[config.mk]
export PLATFORM = sky130hd
export DESIGN_NAME = md5_stream_hasher
export DESIGN_NICKNAME = d
export VERILOG_FILES = /design/src/rtl/md5sh_pkg.sv /design/src/rtl/md5sh_block_buf.sv /design/src/rtl/md5sh_round.sv /design/src/rtl/md5_stream_hasher.sv
export SDC_FILE = /design/constraint.sdc
export NUM_CORES = 2
export LEC_CHECK = 0
export ABC_AREA = 0
export BUFFER_PORTS_ARGS = -buffer_cell sky130_fd_sc_hd__buf_2
export CAP_MARGIN = 25
export CORE_ASPECT_RATIO = 1.75
export CORE_MARGIN = 2
export CORE_UTILIZATION = 44
export DETAILED_ROUTE_END_ITERATION = 16
export PLACE_DENSITY = 0.7
export REMOVE_ABC_BUFFERS = 1
export SLEW_MARGIN = 20
export SYNTH_ARGS = -nofsm -noshare
export SYNTH_HDL_FRONTEND = slang
export SYNTH_SLANG_ARGS = --single-unit
[constraint.sdc]
create_clock -name clock -period 10 [get_ports clock]
set_clock_uncertainty 0.1 [all_clocks]
set_input_delay 1.5 -clock clock [delete_from_list [all_inputs] [get_ports clock]]
set_output_delay 1.5 -clock clock [all_outputs]
set_load 0.005 [all_outputs]
[src/rtl/md5sh_pkg.sv]
`timescale 1ns / 1ps
// ----------------------------------------------------------------------------
// md5sh_pkg
// shared types, constants and step tables of the md5 stream hasher
// ----------------------------------------------------------------------------
package md5sh_pkg;

   typedef logic [3:0][31:0] word4_type;

   typedef struct packed {
      logic [7:0] data_byte;
      logic       byte_present;
      logic       end_of_message;
   } req_type;

   typedef struct packed {
      logic [31:0] digest_word;
      logic [1:0]  word_index;
      logic        last_word;
   } rsp_type;

   // write requests into the block buffer
   typedef struct packed {
      logic        byte_en;
      logic [5:0]  byte_pos;
      logic [7:0]  byte_data;
      logic        len_en;
      logic [63:0] len;
   } buf_wr_type;

   typedef enum logic [2:0] {
      S_IDLE,
      S_ROUND,
      S_FINAL,
      S_PAD,
      S_LEN,
      S_OUT
   } state_type;

   typedef enum logic [1:0] {
      PAD_IDLE,
      PAD_FILL,
      PAD_ZERO,
      PAD_LEN
   } pad_phase_type;

   localparam word4_type CHAIN_INIT = {32'h10325476, 32'h98badcfe,
                                       32'hefcdab89, 32'h67452301};

   localparam logic [7:0] PAD_MARK  = 8'h80;
   localparam logic [5:0] LAST_POS  = 6'd63;
   localparam logic [5:0] LEN_POS   = 6'd55;
   localparam logic [5:0] LAST_STEP = 6'd63;
   localparam logic [3:0] LEN_LO_WORD = 4'd14;
   localparam logic [3:0] LEN_HI_WORD = 4'd15;

   localparam logic [31:0] STEP_K [64] = '{
      32'hd76aa478, 32'he8c7b756, 32'h242070db, 32'hc1bdceee,
      32'hf57c0faf, 32'h4787c62a, 32'ha8304613, 32'hfd469501,
      32'h698098d8, 32'h8b44f7af, 32'hffff5bb1, 32'h895cd7be,
      32'h6b901122, 32'hfd987193, 32'ha679438e, 32'h49b40821,
      32'hf61e2562, 32'hc040b340, 32'h265e5a51, 32'he9b6c7aa,
      32'hd62f105d, 32'h02441453, 32'hd8a1e681, 32'he7d3fbc8,
      32'h21e1cde6, 32'hc33707d6, 32'hf4d50d87, 32'h455a14ed,
      32'ha9e3e905, 32'hfcefa3f8, 32'h676f02d9, 32'h8d2a4c8a,
      32'hfffa3942, 32'h8771f681, 32'h6d9d6122, 32'hfde5380c,
      32'ha4beea44, 32'h4bdecfa9, 32'hf6bb4b60, 32'hbebfbc70,
      32'h289b7ec6, 32'heaa127fa, 32'hd4ef3085, 32'h04881d05,
      32'hd9d4d039, 32'he6db99e5, 32'h1fa27cf8, 32'hc4ac5665,
      32'hf4292244, 32'h432aff97, 32'hab9423a7, 32'hfc93a039,
      32'h655b59c3, 32'h8f0ccc92, 32'hffeff47d, 32'h85845dd1,
      32'h6fa87e4f, 32'hfe2ce6e0, 32'ha3014314, 32'h4e0811a1,
      32'hf7537e82, 32'hbd3af235, 32'h2ad7d2bb, 32'heb86d391
   };

   // message word used by a step
   function automatic logic [3:0] msg_index(input logic [5:0] step);
      logic [3:0] ri;
      logic [3:0] idx;
      ri = step[3:0];
      case (step[5:4])
         2'd0: idx = ri;
         2'd1: idx = (ri * 4'd5) + 4'd1;
         2'd2: idx = (ri * 4'd3) + 4'd5;
         default: idx = ri * 4'd7;
      endcase
      return idx;
   endfunction

   // left rotate amount of a step
   function automatic logic [4:0] rot_amount(input logic [5:0] step);
      logic [4:0] s;
      case ({step[5:4], step[1:0]})
         4'h0: s = 5'd7;
         4'h1: s = 5'd12;
         4'h2: s = 5'd17;
         4'h3: s = 5'd22;
         4'h4: s = 5'd5;
         4'h5: s = 5'd9;
         4'h6: s = 5'd14;
         4'h7: s = 5'd20;
         4'h8: s = 5'd4;
         4'h9: s = 5'd11;
         4'ha: s = 5'd16;
         4'hb: s = 5'd23;
         4'hc: s = 5'd6;
         4'hd: s = 5'd10;
         4'he: s = 5'd15;
         default: s = 5'd21;
      endcase
      return s;
   endfunction

endpackage

[src/rtl/md5sh_block_buf.sv]
`timescale 1ns / 1ps
// ----------------------------------------------------------------------------
// md5sh_block_buf
// sixteen-word message block, byte and length writes, one read port
// ----------------------------------------------------------------------------
module md5sh_block_buf (
   input  logic                   clock,
   input  md5sh_pkg::buf_wr_type  wr,
   input  logic [3:0]             rd_addr,
   output logic [31:0]            rd_data
);

   logic [31:0] words_ff [16];
   logic [31:0] words_in [16];

   always_comb begin
      for (int i = 0; i < 16; i++) begin
         words_in[i] = words_ff[i];
      end
      if (wr.byte_en) begin
         // lane zero starts a fresh word
         if (wr.byte_pos[1:0] == 2'd0) begin
            words_in[wr.byte_pos[5:2]] = {24'd0, wr.byte_data};
         end else begin
            words_in[wr.byte_pos[5:2]][{wr.byte_pos[1:0], 3'b000} +: 8] = wr.byte_data;
         end
      end
      if (wr.len_en) begin
         words_in[md5sh_pkg::LEN_LO_WORD] = wr.len[31:0];
         words_in[md5sh_pkg::LEN_HI_WORD] = wr.len[63:32];
      end
   end

   always_ff @(posedge clock) begin
      for (int i = 0; i < 16; i++) begin
         words_ff[i] <= words_in[i];
      end
   end

   assign rd_data = words_ff[rd_addr];

endmodule

[src/rtl/md5sh_round.sv]
`timescale 1ns / 1ps
// ----------------------------------------------------------------------------
// md5sh_round
// one md5 step on the working words, reused for all 64 steps
// ----------------------------------------------------------------------------
module md5sh_round (
   input  logic [5:0]              step,
   input  md5sh_pkg::word4_type    work,
   input  logic [31:0]             msg_word,
   output md5sh_pkg::word4_type    work_next
);

   logic [31:0] a, b, c, d;
   logic [31:0] f;
   logic [31:0] t;
   logic [63:0] dbl;
   logic [4:0]  s;

   assign a = work[0];
   assign b = work[1];
   assign c = work[2];
   assign d = work[3];

   always_comb begin
      case (step[5:4])
         2'd0: f = (b & c) | (~b & d);
         2'd1: f = (b & d) | (c & ~d);
         2'd2: f = b ^ c ^ d;
         default: f = c ^ (b | ~d);
      endcase
   end

   assign t   = a + f + md5sh_pkg::STEP_K[step] + msg_word;
   assign s   = md5sh_pkg::rot_amount(step);
   assign dbl = {t, t} << s;

   assign work_next[0] = d;
   assign work_next[1] = b + dbl[63:32];
   assign work_next[2] = b;
   assign work_next[3] = c;

endmodule

[src/rtl/md5_stream_hasher.sv]
`timescale 1ns / 1ps
// ----------------------------------------------------------------------------
// md5_stream_hasher
// md5 digest of a byte stream, one shared step unit under a sequencer
// ----------------------------------------------------------------------------
// usage
//   req channel: one word per message byte (byte_present), end_of_message
//   on the final word; a word with end mark and no byte ends the message
//   with the bytes already given, and as the first word hashes the empty
//   message. a word with neither flag is taken and does nothing.
//   rsp channel: four words per message, A, B, C, D, last_word on D.
// sequence
//   a byte that does not fill the block is written while req_ready stays
//   high; the 64th byte of a block starts a compression: the 64 steps,
//   then the chain add. at the end: padding up to byte 55 when pos < 56,
//   else padding to byte 63, a compression and a zeroed second block up
//   to byte 55; then the length, a compression and the four digest
//   words. req_ready is low meanwhile.
//   the rate is set by the single step unit and the byte-wide block writes.
// reset: synchronous; chain words go to the md5 initial values, the bit
//   count clears and the block is ready for a new message.
// stall: the digest words come straight from the chain registers and hold
//   while rsp_ready is low; no new word is taken until D is delivered.
// ----------------------------------------------------------------------------
module md5_stream_hasher (
   input  logic                clock,
   input  logic                reset,
   input  logic                req_valid,
   output logic                req_ready,
   input  md5sh_pkg::req_type  req_data,
   output logic                rsp_valid,
   input  logic                rsp_ready,
   output md5sh_pkg::rsp_type  rsp_data
);

   // sequencer state
   md5sh_pkg::state_type     state_ff, state_in;
   md5sh_pkg::pad_phase_type phase_ff, phase_in;
   logic [5:0]               round_ff, round_in;
   logic [5:0]               pad_pos_ff, pad_pos_in;
   logic                     pad_first_ff, pad_first_in;
   logic                     pend_end_ff, pend_end_in;
   logic [1:0]               out_idx_ff, out_idx_in;
   logic [63:0]              bit_count_ff, bit_count_in;
   md5sh_pkg::word4_type     chain_ff, chain_in;

   // working words of the current compression
   md5sh_pkg::word4_type     work_ff, work_in;

   md5sh_pkg::buf_wr_type    buf_wr;
   md5sh_pkg::word4_type     round_out;
   logic [31:0]              msg_word;
   logic [5:0]               cur_pos;
   logic [63:0]              count_plus;

   md5sh_block_buf u_buf (
      .clock   (clock),
      .wr      (buf_wr),
      .rd_addr (md5sh_pkg::msg_index(round_ff)),
      .rd_data (msg_word)
   );

   md5sh_round u_round (
      .step      (round_ff),
      .work      (work_ff),
      .msg_word  (msg_word),
      .work_next (round_out)
   );

   assign cur_pos    = bit_count_ff[8:3];
   assign count_plus = bit_count_ff + 64'd8;

   always_comb begin
      state_in     = state_ff;
      phase_in     = phase_ff;
      round_in     = round_ff;
      pad_pos_in   = pad_pos_ff;
      pad_first_in = pad_first_ff;
      pend_end_in  = pend_end_ff;
      out_idx_in   = out_idx_ff;
      bit_count_in = bit_count_ff;
      chain_in     = chain_ff;
      work_in      = work_ff;
      buf_wr       = '0;
      req_ready    = 1'b0;
      rsp_valid    = 1'b0;

      case (state_ff)
         md5sh_pkg::S_IDLE: begin
            req_ready = 1'b1;
            if (req_valid) begin
               if (req_data.byte_present) begin
                  buf_wr.byte_en   = 1'b1;
                  buf_wr.byte_pos  = cur_pos;
                  buf_wr.byte_data = req_data.data_byte;
                  bit_count_in     = count_plus;
                  if (cur_pos == md5sh_pkg::LAST_POS) begin
                     // block full: compress, padding waits for the end
                     work_in     = chain_ff;
                     pend_end_in = req_data.end_of_message;
                     state_in    = md5sh_pkg::S_ROUND;
                  end else if (req_data.end_of_message) begin
                     pad_pos_in   = count_plus[8:3];
                     pad_first_in = 1'b1;
                     phase_in     = md5sh_pkg::PAD_FILL;
                     state_in     = md5sh_pkg::S_PAD;
                  end
               end else if (req_data.end_of_message) begin
                  pad_pos_in   = cur_pos;
                  pad_first_in = 1'b1;
                  phase_in     = md5sh_pkg::PAD_FILL;
                  state_in     = md5sh_pkg::S_PAD;
               end
            end
         end

         md5sh_pkg::S_ROUND: begin
            work_in  = round_out;
            round_in = round_ff + 6'd1;
            if (round_ff == md5sh_pkg::LAST_STEP) begin
               state_in = md5sh_pkg::S_FINAL;
            end
         end

         md5sh_pkg::S_FINAL: begin
            for (int k = 0; k < 4; k++) begin
               chain_in[k] = chain_ff[k] + work_ff[k];
            end
            case (phase_ff)
               md5sh_pkg::PAD_IDLE: begin
                  if (pend_end_ff) begin
                     // byte with end mark filled the block
                     pend_end_in  = 1'b0;
                     pad_pos_in   = cur_pos;
                     pad_first_in = 1'b1;
                     phase_in     = md5sh_pkg::PAD_FILL;
                     state_in     = md5sh_pkg::S_PAD;
                  end else begin
                     state_in = md5sh_pkg::S_IDLE;
                  end
               end
               md5sh_pkg::PAD_FILL: begin
                  // length did not fit: zero a second block
                  pad_pos_in = 6'd0;
                  phase_in   = md5sh_pkg::PAD_ZERO;
                  state_in   = md5sh_pkg::S_PAD;
               end
               md5sh_pkg::PAD_LEN: begin
                  out_idx_in = 2'd0;
                  state_in   = md5sh_pkg::S_OUT;
               end
               default: begin
                  state_in = md5sh_pkg::S_IDLE;
               end
            endcase
         end

         md5sh_pkg::S_PAD: begin
            buf_wr.byte_en   = 1'b1;
            buf_wr.byte_pos  = pad_pos_ff;
            buf_wr.byte_data = pad_first_ff ? md5sh_pkg::PAD_MARK : 8'd0;
            pad_first_in     = 1'b0;
            if (pad_pos_ff == md5sh_pkg::LEN_POS) begin
               state_in = md5sh_pkg::S_LEN;
            end else if (pad_pos_ff == md5sh_pkg::LAST_POS) begin
               work_in  = chain_ff;
               state_in = md5sh_pkg::S_ROUND;
            end else begin
               pad_pos_in = pad_pos_ff + 6'd1;
            end
         end

         md5sh_pkg::S_LEN: begin
            buf_wr.len_en = 1'b1;
            buf_wr.len    = bit_count_ff;
            phase_in      = md5sh_pkg::PAD_LEN;
            work_in       = chain_ff;
            state_in      = md5sh_pkg::S_ROUND;
         end

         md5sh_pkg::S_OUT: begin
            rsp_valid = 1'b1;
            if (rsp_ready) begin
               out_idx_in = out_idx_ff + 2'd1;
               if (out_idx_ff == 2'd3) begin
                  // digest delivered: back to a fresh message
                  chain_in     = md5sh_pkg::CHAIN_INIT;
                  bit_count_in = 64'd0;
                  phase_in     = md5sh_pkg::PAD_IDLE;
                  pend_end_in  = 1'b0;
                  state_in     = md5sh_pkg::S_IDLE;
               end
            end
         end

         default: begin
            state_in = md5sh_pkg::S_IDLE;
         end
      endcase
   end

   always_ff @(posedge clock) begin
      if (reset) begin
         state_ff     <= md5sh_pkg::S_IDLE;
         phase_ff     <= md5sh_pkg::PAD_IDLE;
         round_ff     <= 6'd0;
         pad_pos_ff   <= 6'd0;
         pad_first_ff <= 1'b0;
         pend_end_ff  <= 1'b0;
         out_idx_ff   <= 2'd0;
         bit_count_ff <= 64'd0;
         chain_ff     <= md5sh_pkg::CHAIN_INIT;
         work_ff      <= '0;
      end else begin
         state_ff     <= state_in;
         phase_ff     <= phase_in;
         round_ff     <= round_in;
         pad_pos_ff   <= pad_pos_in;
         pad_first_ff <= pad_first_in;
         pend_end_ff  <= pend_end_in;
         out_idx_ff   <= out_idx_in;
         bit_count_ff <= bit_count_in;
         chain_ff     <= chain_in;
         work_ff      <= work_in;
      end
   end

   assign rsp_data.digest_word = chain_ff[out_idx_ff];
   assign rsp_data.word_index  = out_idx_ff;
   assign rsp_data.last_word   = (out_idx_ff == 2'd3);

   // the step counter only runs inside a compression
   a_round_idle: assert property (@(posedge clock) disable iff (reset)
      (state_ff != md5sh_pkg::S_ROUND) |-> (round_ff == 6'd0))
      else $error("step counter nonzero outside compression");

   // the length is only written once padding has reached byte 55
   a_len_pos: assert property (@(posedge clock) disable iff (reset)
      (state_ff == md5sh_pkg::S_LEN) |-> (pad_pos_ff == md5sh_pkg::LEN_POS))
      else $error("length written at wrong pad position");

   // input and output sides are never open together
   a_one_side: assert property (@(posedge clock) disable iff (reset)
      !(req_ready && rsp_valid))
      else $error("ready while digest pending");

   // the final digest word returns the hasher to a fresh message
   a_restart: assert property (@(posedge clock) disable iff (reset)
      (rsp_valid && rsp_ready && rsp_data.last_word) |=>
         (req_ready && bit_count_ff == 64'd0 && chain_ff == md5sh_pkg::CHAIN_INIT))
      else $error("state not cleared after digest");

endmodule
=== Yosys cells after proc, flatten, opt, wreduce, memory -nomap -nowiden ===
Memories as Yosys holds them, arrays and structs flattened. A register that Yosys moved wholly into a read port is not among the register bits.
Index checks and enable logic that the tools add are counted.

* Bits of input ports: 14
* RAM bits: 512
* Register bits: 341
* Memories kept: 3
* Bits in read-only memories: 2,128
* Output and inout bits: 37
* Word-level logic and storage cells: 196

* $mul: 3
* Reductions and logical operators: 20
* Mux-type cells: 86
* Shift operators: 3
* $add $sub $neg: 15
* Bitwise logic cells: 14
* Eq/ne operators: 32
* $lt $le $gt $ge: 4

{| class="wikitable"
|+ Memory list
! name !! depth !! width !! read ports !! clocked after memory_dff !! write ports !! RTL line !! source
|-
| (no name shown) || 64 || 32 || 1 || 0 || 0 || md5sh_round.sv:33 || <nowiki>assign t = a + f + md5sh_pkg::STEP_K[step] + msg_word;</nowiki>
|-
| u_buf.words_ff || 16 || 32 || 17 || 0 || 16 || md5sh_block_buf.sv:13 || <nowiki>logic [31:0] words_ff [16];</nowiki>
|-
| (no name shown) || 16 || 5 || 1 || 1 || 0 || md5sh_pkg.sv:93 || <nowiki>case ({step[5:4], step[1:0]})</nowiki>
|}

{| class="wikitable"
|+ Operators with widths
! kind !! number
|-
| 512-bit bitwise mux || 2
|-
| 512-bit two-way mux || 2
|-
| 128-bit two-way mux || 7
|-
| 128-bit case mux with 4 select lines || 1
|-
| 64-bit two-way mux || 5
|-
| 32-bit adder || 8
|-
| 32-bit demux with 4-bit select || 2
|-
| 128-bit case mux with 2 select lines || 1
|-
| 32-bit two-way mux || 5
|-
| 32-bit AND || 4
|-
| 64-bit case mux with 2 select lines || 1
|-
| 32-bit bitwise OR || 3
|-
| 32-bit case mux with 3 select lines || 1
|-
| 32-bit XOR || 3
|-
| 65-bit two-way mux || 1
|-
| 64-bit by 4-bit adder with 64-bit output (second input constant) || 1
|-
| 32-bit binary-select mux with 2-bit select || 1
|-
| 32-bit inverter || 2
|-
| 64-bit by 5-bit left shift with 64-bit output || 1
|-
| 6-bit two-way mux || 8
|-
| 8-bit by 7-bit variable shift with 32-bit output (first input constant) || 1
|-
| 8-bit by 7-bit indexed part select with 32-bit output || 1
|-
| 15-bit two-way mux || 2
|-
| 15-bit case mux with 2 select lines || 1
|-
| 45 further kinds || 113
|}

=== Logic depth before layout (Yosys ltp) ===
* Depth after elaboration: 12
* Mapped depth: 49
* Depth with buffers taken out: 44

=== Hierarchy ===
Synthesis repeated with hierarchy kept, for this count alone.

* Cell total of the unflattened synthesis: 5,967
* Area, all modules: 56,720.6 sq um

{| class="wikitable"
|+ Modules (own cells, without submodules)
! module !! area an instance (sq um) !! cells each !! sequential area each (sq um) !! instances
|-
| md5sh_block_buf || 22,824.4 || 1,617 || 15,374.7 || 1
|-
| md5_stream_hasher || 21,290.4 || 2,500 || 6,766.5 || 1
|-
| md5sh_round || 12,605.8 || 1,850 || 0.0 || 1
|}

=== Least setup slack after synthesis ===
OpenSTA, ideal clock, no wires.

* Path kind: reg-to-reg
* Start: reg round_ff[2]
* End: reg work_ff[63] in the netlist's numbering
* Data required time: 9.805 ns
* Clock period less this slack: 11.150 ns
* Stages on the path, launching flop included: 47
* Path slack: -1.150 ns
* Setup time: 0.095 ns
* Buffers on the path: 5
* Data arrival time: 10.955 ns
* Cells stage by stage: dfxtp_1 > buf_2 > inv_1 > clkbuf_1 > clkbuf_1 > ha_1 > fa_1 > xnor3_1 > o21ai_1 > a21oi_1 > or2_1 > buf_6 > clkbuf_1 > and2_1 > a211oi_1 > a31oi_1 > fa_1 > inv_1 > [11 not listed] > a211oi_1 > or3_1 > and2_4 > mux4_2 > mux2_2 > mux2i_1 > ha_1 > a211oi_1 > o21ai_0 > or3b_2 > o211ai_1 > a211oi_1 > o21ai_0 > a21o_1 > a41oi_1 > a211o_1 > xnor3_1 > a221oi_1

* Cells in the longest elaborated chain, start to end: 9
* Elaborated cells between the ends (all ways): 16
* Those cells by class: add/sub (5); mul (3); shift (1); mux (4); bitwise (1); memory (2)

{| class="wikitable"
|+ Ends and longest elaborated chain
! element !! RTL line !! source
|-
| start: declaration || md5_stream_hasher.sv:39 || <nowiki>logic [5:0] round_ff, round_in;</nowiki>
|-
| start signal: assignment || md5_stream_hasher.sv:217 || <nowiki>round_ff <= round_in;</nowiki>
|-
| branches (longest 5 deep; another with memory 16 x 32 bit) || - ||
|-
| 32-bit adder (*) || md5sh_round.sv:33 ||
|-
| 64-bit by 5-bit left shift with 64-bit output (*) || md5sh_round.sv:35 || <nowiki>assign dbl = {t, t} << s;</nowiki>
|-
| 32-bit adder (*) || md5sh_round.sv:38 || <nowiki>assign work_next[1] = b + dbl[63:32];</nowiki>
|-
| 128-bit case mux with 4 select lines (*) || md5_stream_hasher.sv:88 || <nowiki>case (state_ff)</nowiki>
|-
| end signal: assignment || md5_stream_hasher.sv:224 || <nowiki>work_ff <= work_in;</nowiki>
|-
| end: declaration || md5_stream_hasher.sv:48 || <nowiki>md5sh_pkg::word4_type work_ff, work_in;</nowiki>
|}

Mark *: on every way between the ends. The select of a mux whose other input is x is not followed.
A chain may end at the register's enable or synchronous reset.

=== Worst setup path in the final report ===
* Start: reg round_ff[1]
* End: reg work_ff[63] in the netlist's numbering

The elaborated chain is that of the path after synthesis.

==> flow_metrics.py <==
metrics = {
    "clock_tree": {
        "cts_buffers": 81,
        "htreeDepth": 3,
        "cts_root_buf": "clkbuf_16",
        "hold_buffers": 0,
        "clkSlewWorstSetupHoldPaths_ns": 0.07,
        "worstSkewPairLatency_ns": 0.72,
        "cts_tree": "done",
        "cts_sinks": 855,
        "cts.path.max_buffers": 3,
    },
    "placement": {
        "dp_cells": 8002,
        "gp_congestion": 1.048,
        "port_buffers": 50,
        "hpwl_um": 159000,
        "place_area_um2": 61300,
        "place_ws_ns": -0.9200,
    },
    "layout": {
        "utilization_pct": 52.04,
        "layout.cells.non_filler": 8200,
        "fin_area_um2": 65180,
        "drive_gt1_share_pct": 19.05,
        "area_growth_pct": 17.81,
        "layout.nets": 6791,
    },
    "floorplan": {
        "initial_core_util_pct": 44.18,
        "core_um2": 125300,
        "die_w_um": 272.1,
        "dieArea_um2": 128700,
        "rows": 172,
        "ioPinCount": 51,
        "fp.dieH_um": 473.1,
    },
    "status": {
        "violations": "setup timing",
        "outcome": "finished, violations left",
    },
    "critical_path": {
        "cp.required_ns": 10.52,
        "critPathCaptureType": "flop",
        "cp_slowest_stage_delay_ns": 0.51,
        "start_kind": "flop",
        "cpLargestDelayFamily": "compound AO/OA/AOI/OAI gates",
        "path_buf_inv": 9,
        "path_class": "flop to flop",
        "crit_arrival_ns": 10.54,
        "crit_fanout": 7,
        "worst_path_max_delay_cell": "or4b_4",
    },
    "synthesis": {
        "synthFlopType": "edfxtp_1",
        "synth.area.top_cells": "edfxtp_1 28%, dfxtp_1 12%, mux4_2 7.2%",
        "ys_seq_area_share_pct": 40.20,
        "postSynthAreaPerCell_um2": 9.095,
        "ys_ff_latch": 855,
        "yosysWarnings": 0,
        "yosys.area.top_type": "edfxtp_1",
        "synth_async_sr_flop_share_pct": 0,
        "synth.distinct_cells": 92,
        "synth_top_cell_area_share_pct": 27.79,
        "syn_inst": 6084,
        "synth_edf_count": 512,
        "netlist_area_um2": 55330,
    },
    "timing": {
        "slew_headroom_pct": 18.60,
        "setup_viol": 1,
        "finalHoldWorstSlack_ns": 0.3855,
        "fin_crit_sh_pct": 100.2,
        "finalHoldViolations": 0,
        "fin_crit_ns": 10.02,
        "fin_ws_ns": -0.02015,
        "slew_violations": 0,
        "tightest_slew_ns": 1.208,
        "fmax_ghz": 0.09980,
        "rsz0062_at_grt": "yes",
        "finalSetupTns_ns": -0.02015,
    },
    "grt": {
        "grt_use_met2_pct": 59.38,
        "antenna_found_initial": 11,
        "grt_pass1_wl_um": 314400,
        "grt_use_met3_pct": 5.856,
        "grt-ovfl-total": 0,
        "grt_max_degree": 152,
        "use_met1_pct": 30.87,
        "busiest_layer": "met2",
        "grt_pass1_vias": 50210,
        "globalRouteTotalUtil_pct": 32.77,
    },
    "pwr": {
        "power.total_mw": 25.16,
        "peakVddDrop_mv": 0.3705,
        "leakage_nw": 23.51,
        "power_density_nw_per_um2": 386.0,
    },
    "drt": {
        "dr.pass1.iters": 6,
        "wl_per_cell_um": 25.97,
        "routed_wl_um": 213000,
        "ant_nets": 0,
        "drc_errors": 0,
        "viasPerCell": 6.182,
        "dr.first_iter.drc_count": 4765,
        "num_vias": 50690,
    },
    "worst_hold_path": {
        "hold_class": "flop to flop",
    },
    "job": {
        "max_cap_violations": 0,
    },
}
==> cells in the mapped netlist, types with 79 or more instances <==
library cell / count
nand2_1: 802
a211oi_1: 79
edfxtp_1: 512
o22ai_1: 98
o21ai_0: 332
dfxtp_1: 343
xor2_1: 84
nand3_1: 89
mux4_2: 176
clkbuf_1: 378
nor3_1: 85
ha_1: 233
nor2_1: 995
a21oi_1: 379
inv_1: 206
xnor2_1: 152
a311oi_1: 111
==> power by group <==
part | switching, mW | internal (mW) | leakage [nW]
Clock | 1.48 | 1.86 | 1.37
Combinational | 9.05 | 8.49 | 15.5
Sequential | 0.385 | 3.90 | 6.69
Total | 10.9 | 14.2 | 23.5
==> worst register-to-register path, delay by kind of cell (launching register included) <==
| family | cells | cell delay (ns) |
|---|---|---|
| DFF | 1 | 0.36 |
| xor gates and xnor gates | 3 | 0.55 |
| adders and majority gates | 7 | 2.20 |
| muxes | 3 | 0.88 |
| AOI/OAI and AO/OA | 16 | 2.83 |
| and+or+nand+nor | 8 | 2.18 |
| buffers and inverters | 9 | 0.86 |
==> layer usage <==
layer  share of wire, %  vias to the layer above
met4                 11                        6
li1                   -                    22790
met1                 31                    24510
met5              0.023                        -
met3                6.1                      962
met2                 51                     2427
==> registers in the layout, summed over array words and instances (netlist names) <==
register        cells
pend_end_ff         1
out_idx_ff          2
u_round.s           5
phase_ff            2
chain_ff          128
pad_pos_ff          6
round_ff            6
u_buf.words_ff    512
bit_count_ff       61
work_ff           128
state_ff            3
pad_first_ff        1
==> final cells by class <==
type / count / area (µm²)
fillers: 11370 / 60070
multi-input cells: 4568 / 31340
flip-flops and latches: 855 / 22260
repair buffers: 750 / 5888
clock buffers: 97 / 2138
well taps: 1653 / 2068
inverters: 216 / 819.5
clock inverters: 53 / 649.4
diodes: 8 / 20.02
==> final timing paths <==
check | start | to | slack [ns] | cells past startpoint
worst min register to register | bit_count_ff[32] | bit_count_ff[32] | 0.39 | 2
worst min-delay path | bit_count_ff[32] | bit_count_ff[32] | 0.39 | 2
worst max register to register | round_ff[1] | work_ff[63] | -0.02 | 46
worst max-delay path | round_ff[1] | work_ff[63] | -0.02 | 46
==> cell families (layout without fill, tap and decap cells) <==
kind of cell | count (synthesis) | after routing | share of synthesized area, %
adders and majority gates | 305 | 305 | 7.874
muxes | 274 | 274 | 8.995
and+or+nand+nor | 2253 | 2253 | 17.05
xor gates and xnor gates | 238 | 238 | 3.817
other | 0 | 8 | 0
DFF | 855 | 855 | 40.20
buffers and inverters | 661 | 1116 | 4.520
AOI/OAI and AO/OA | 1498 | 1498 | 17.55
==> placed cells by master, fill, tap and decap left out, types with 26 or more instances in the layout <==
| cell type | n |
|---|---|
| nor2_1 | 990 |
| nand2_1 | 798 |
| buf_4 | 654 |
| edfxtp_1 | 512 |
| a21oi_1 | 370 |
| dfxtp_1 | 335 |
| o21ai_0 | 308 |
| ha_1 | 219 |
| inv_1 | 203 |
| mux4_2 | 176 |
| xnor2_1 | 146 |
| a311oi_1 | 111 |
| o22ai_1 | 98 |
| nand3_1 | 86 |
| xor2_1 | 84 |
| nor3_1 | 81 |
| clkbuf_16 | 81 |
| a21o_1 | 69 |
| fa_1 | 69 |
| mux2i_1 | 67 |
| a211oi_1 | 66 |
| buf_2 | 52 |
| a22oi_1 | 50 |
| nand2b_1 | 47 |
| a31oi_1 | 45 |
| a32oi_1 | 38 |
| and3_1 | 38 |
| or3_1 | 38 |
| o21a_1 | 37 |
| o211ai_1 | 37 |
| nand4_1 | 33 |
| and2_1 | 30 |
| nor2b_1 | 26 |
==> repair_timing <==
item	in CTS	in global routing
gates cloned	2	0
buffers inserted	17	19
endpoints found under the setup margin	15	17
resized for setup	77	98
pin swaps	28	52
Note: power is estimated with default switching activity, not from simulation.
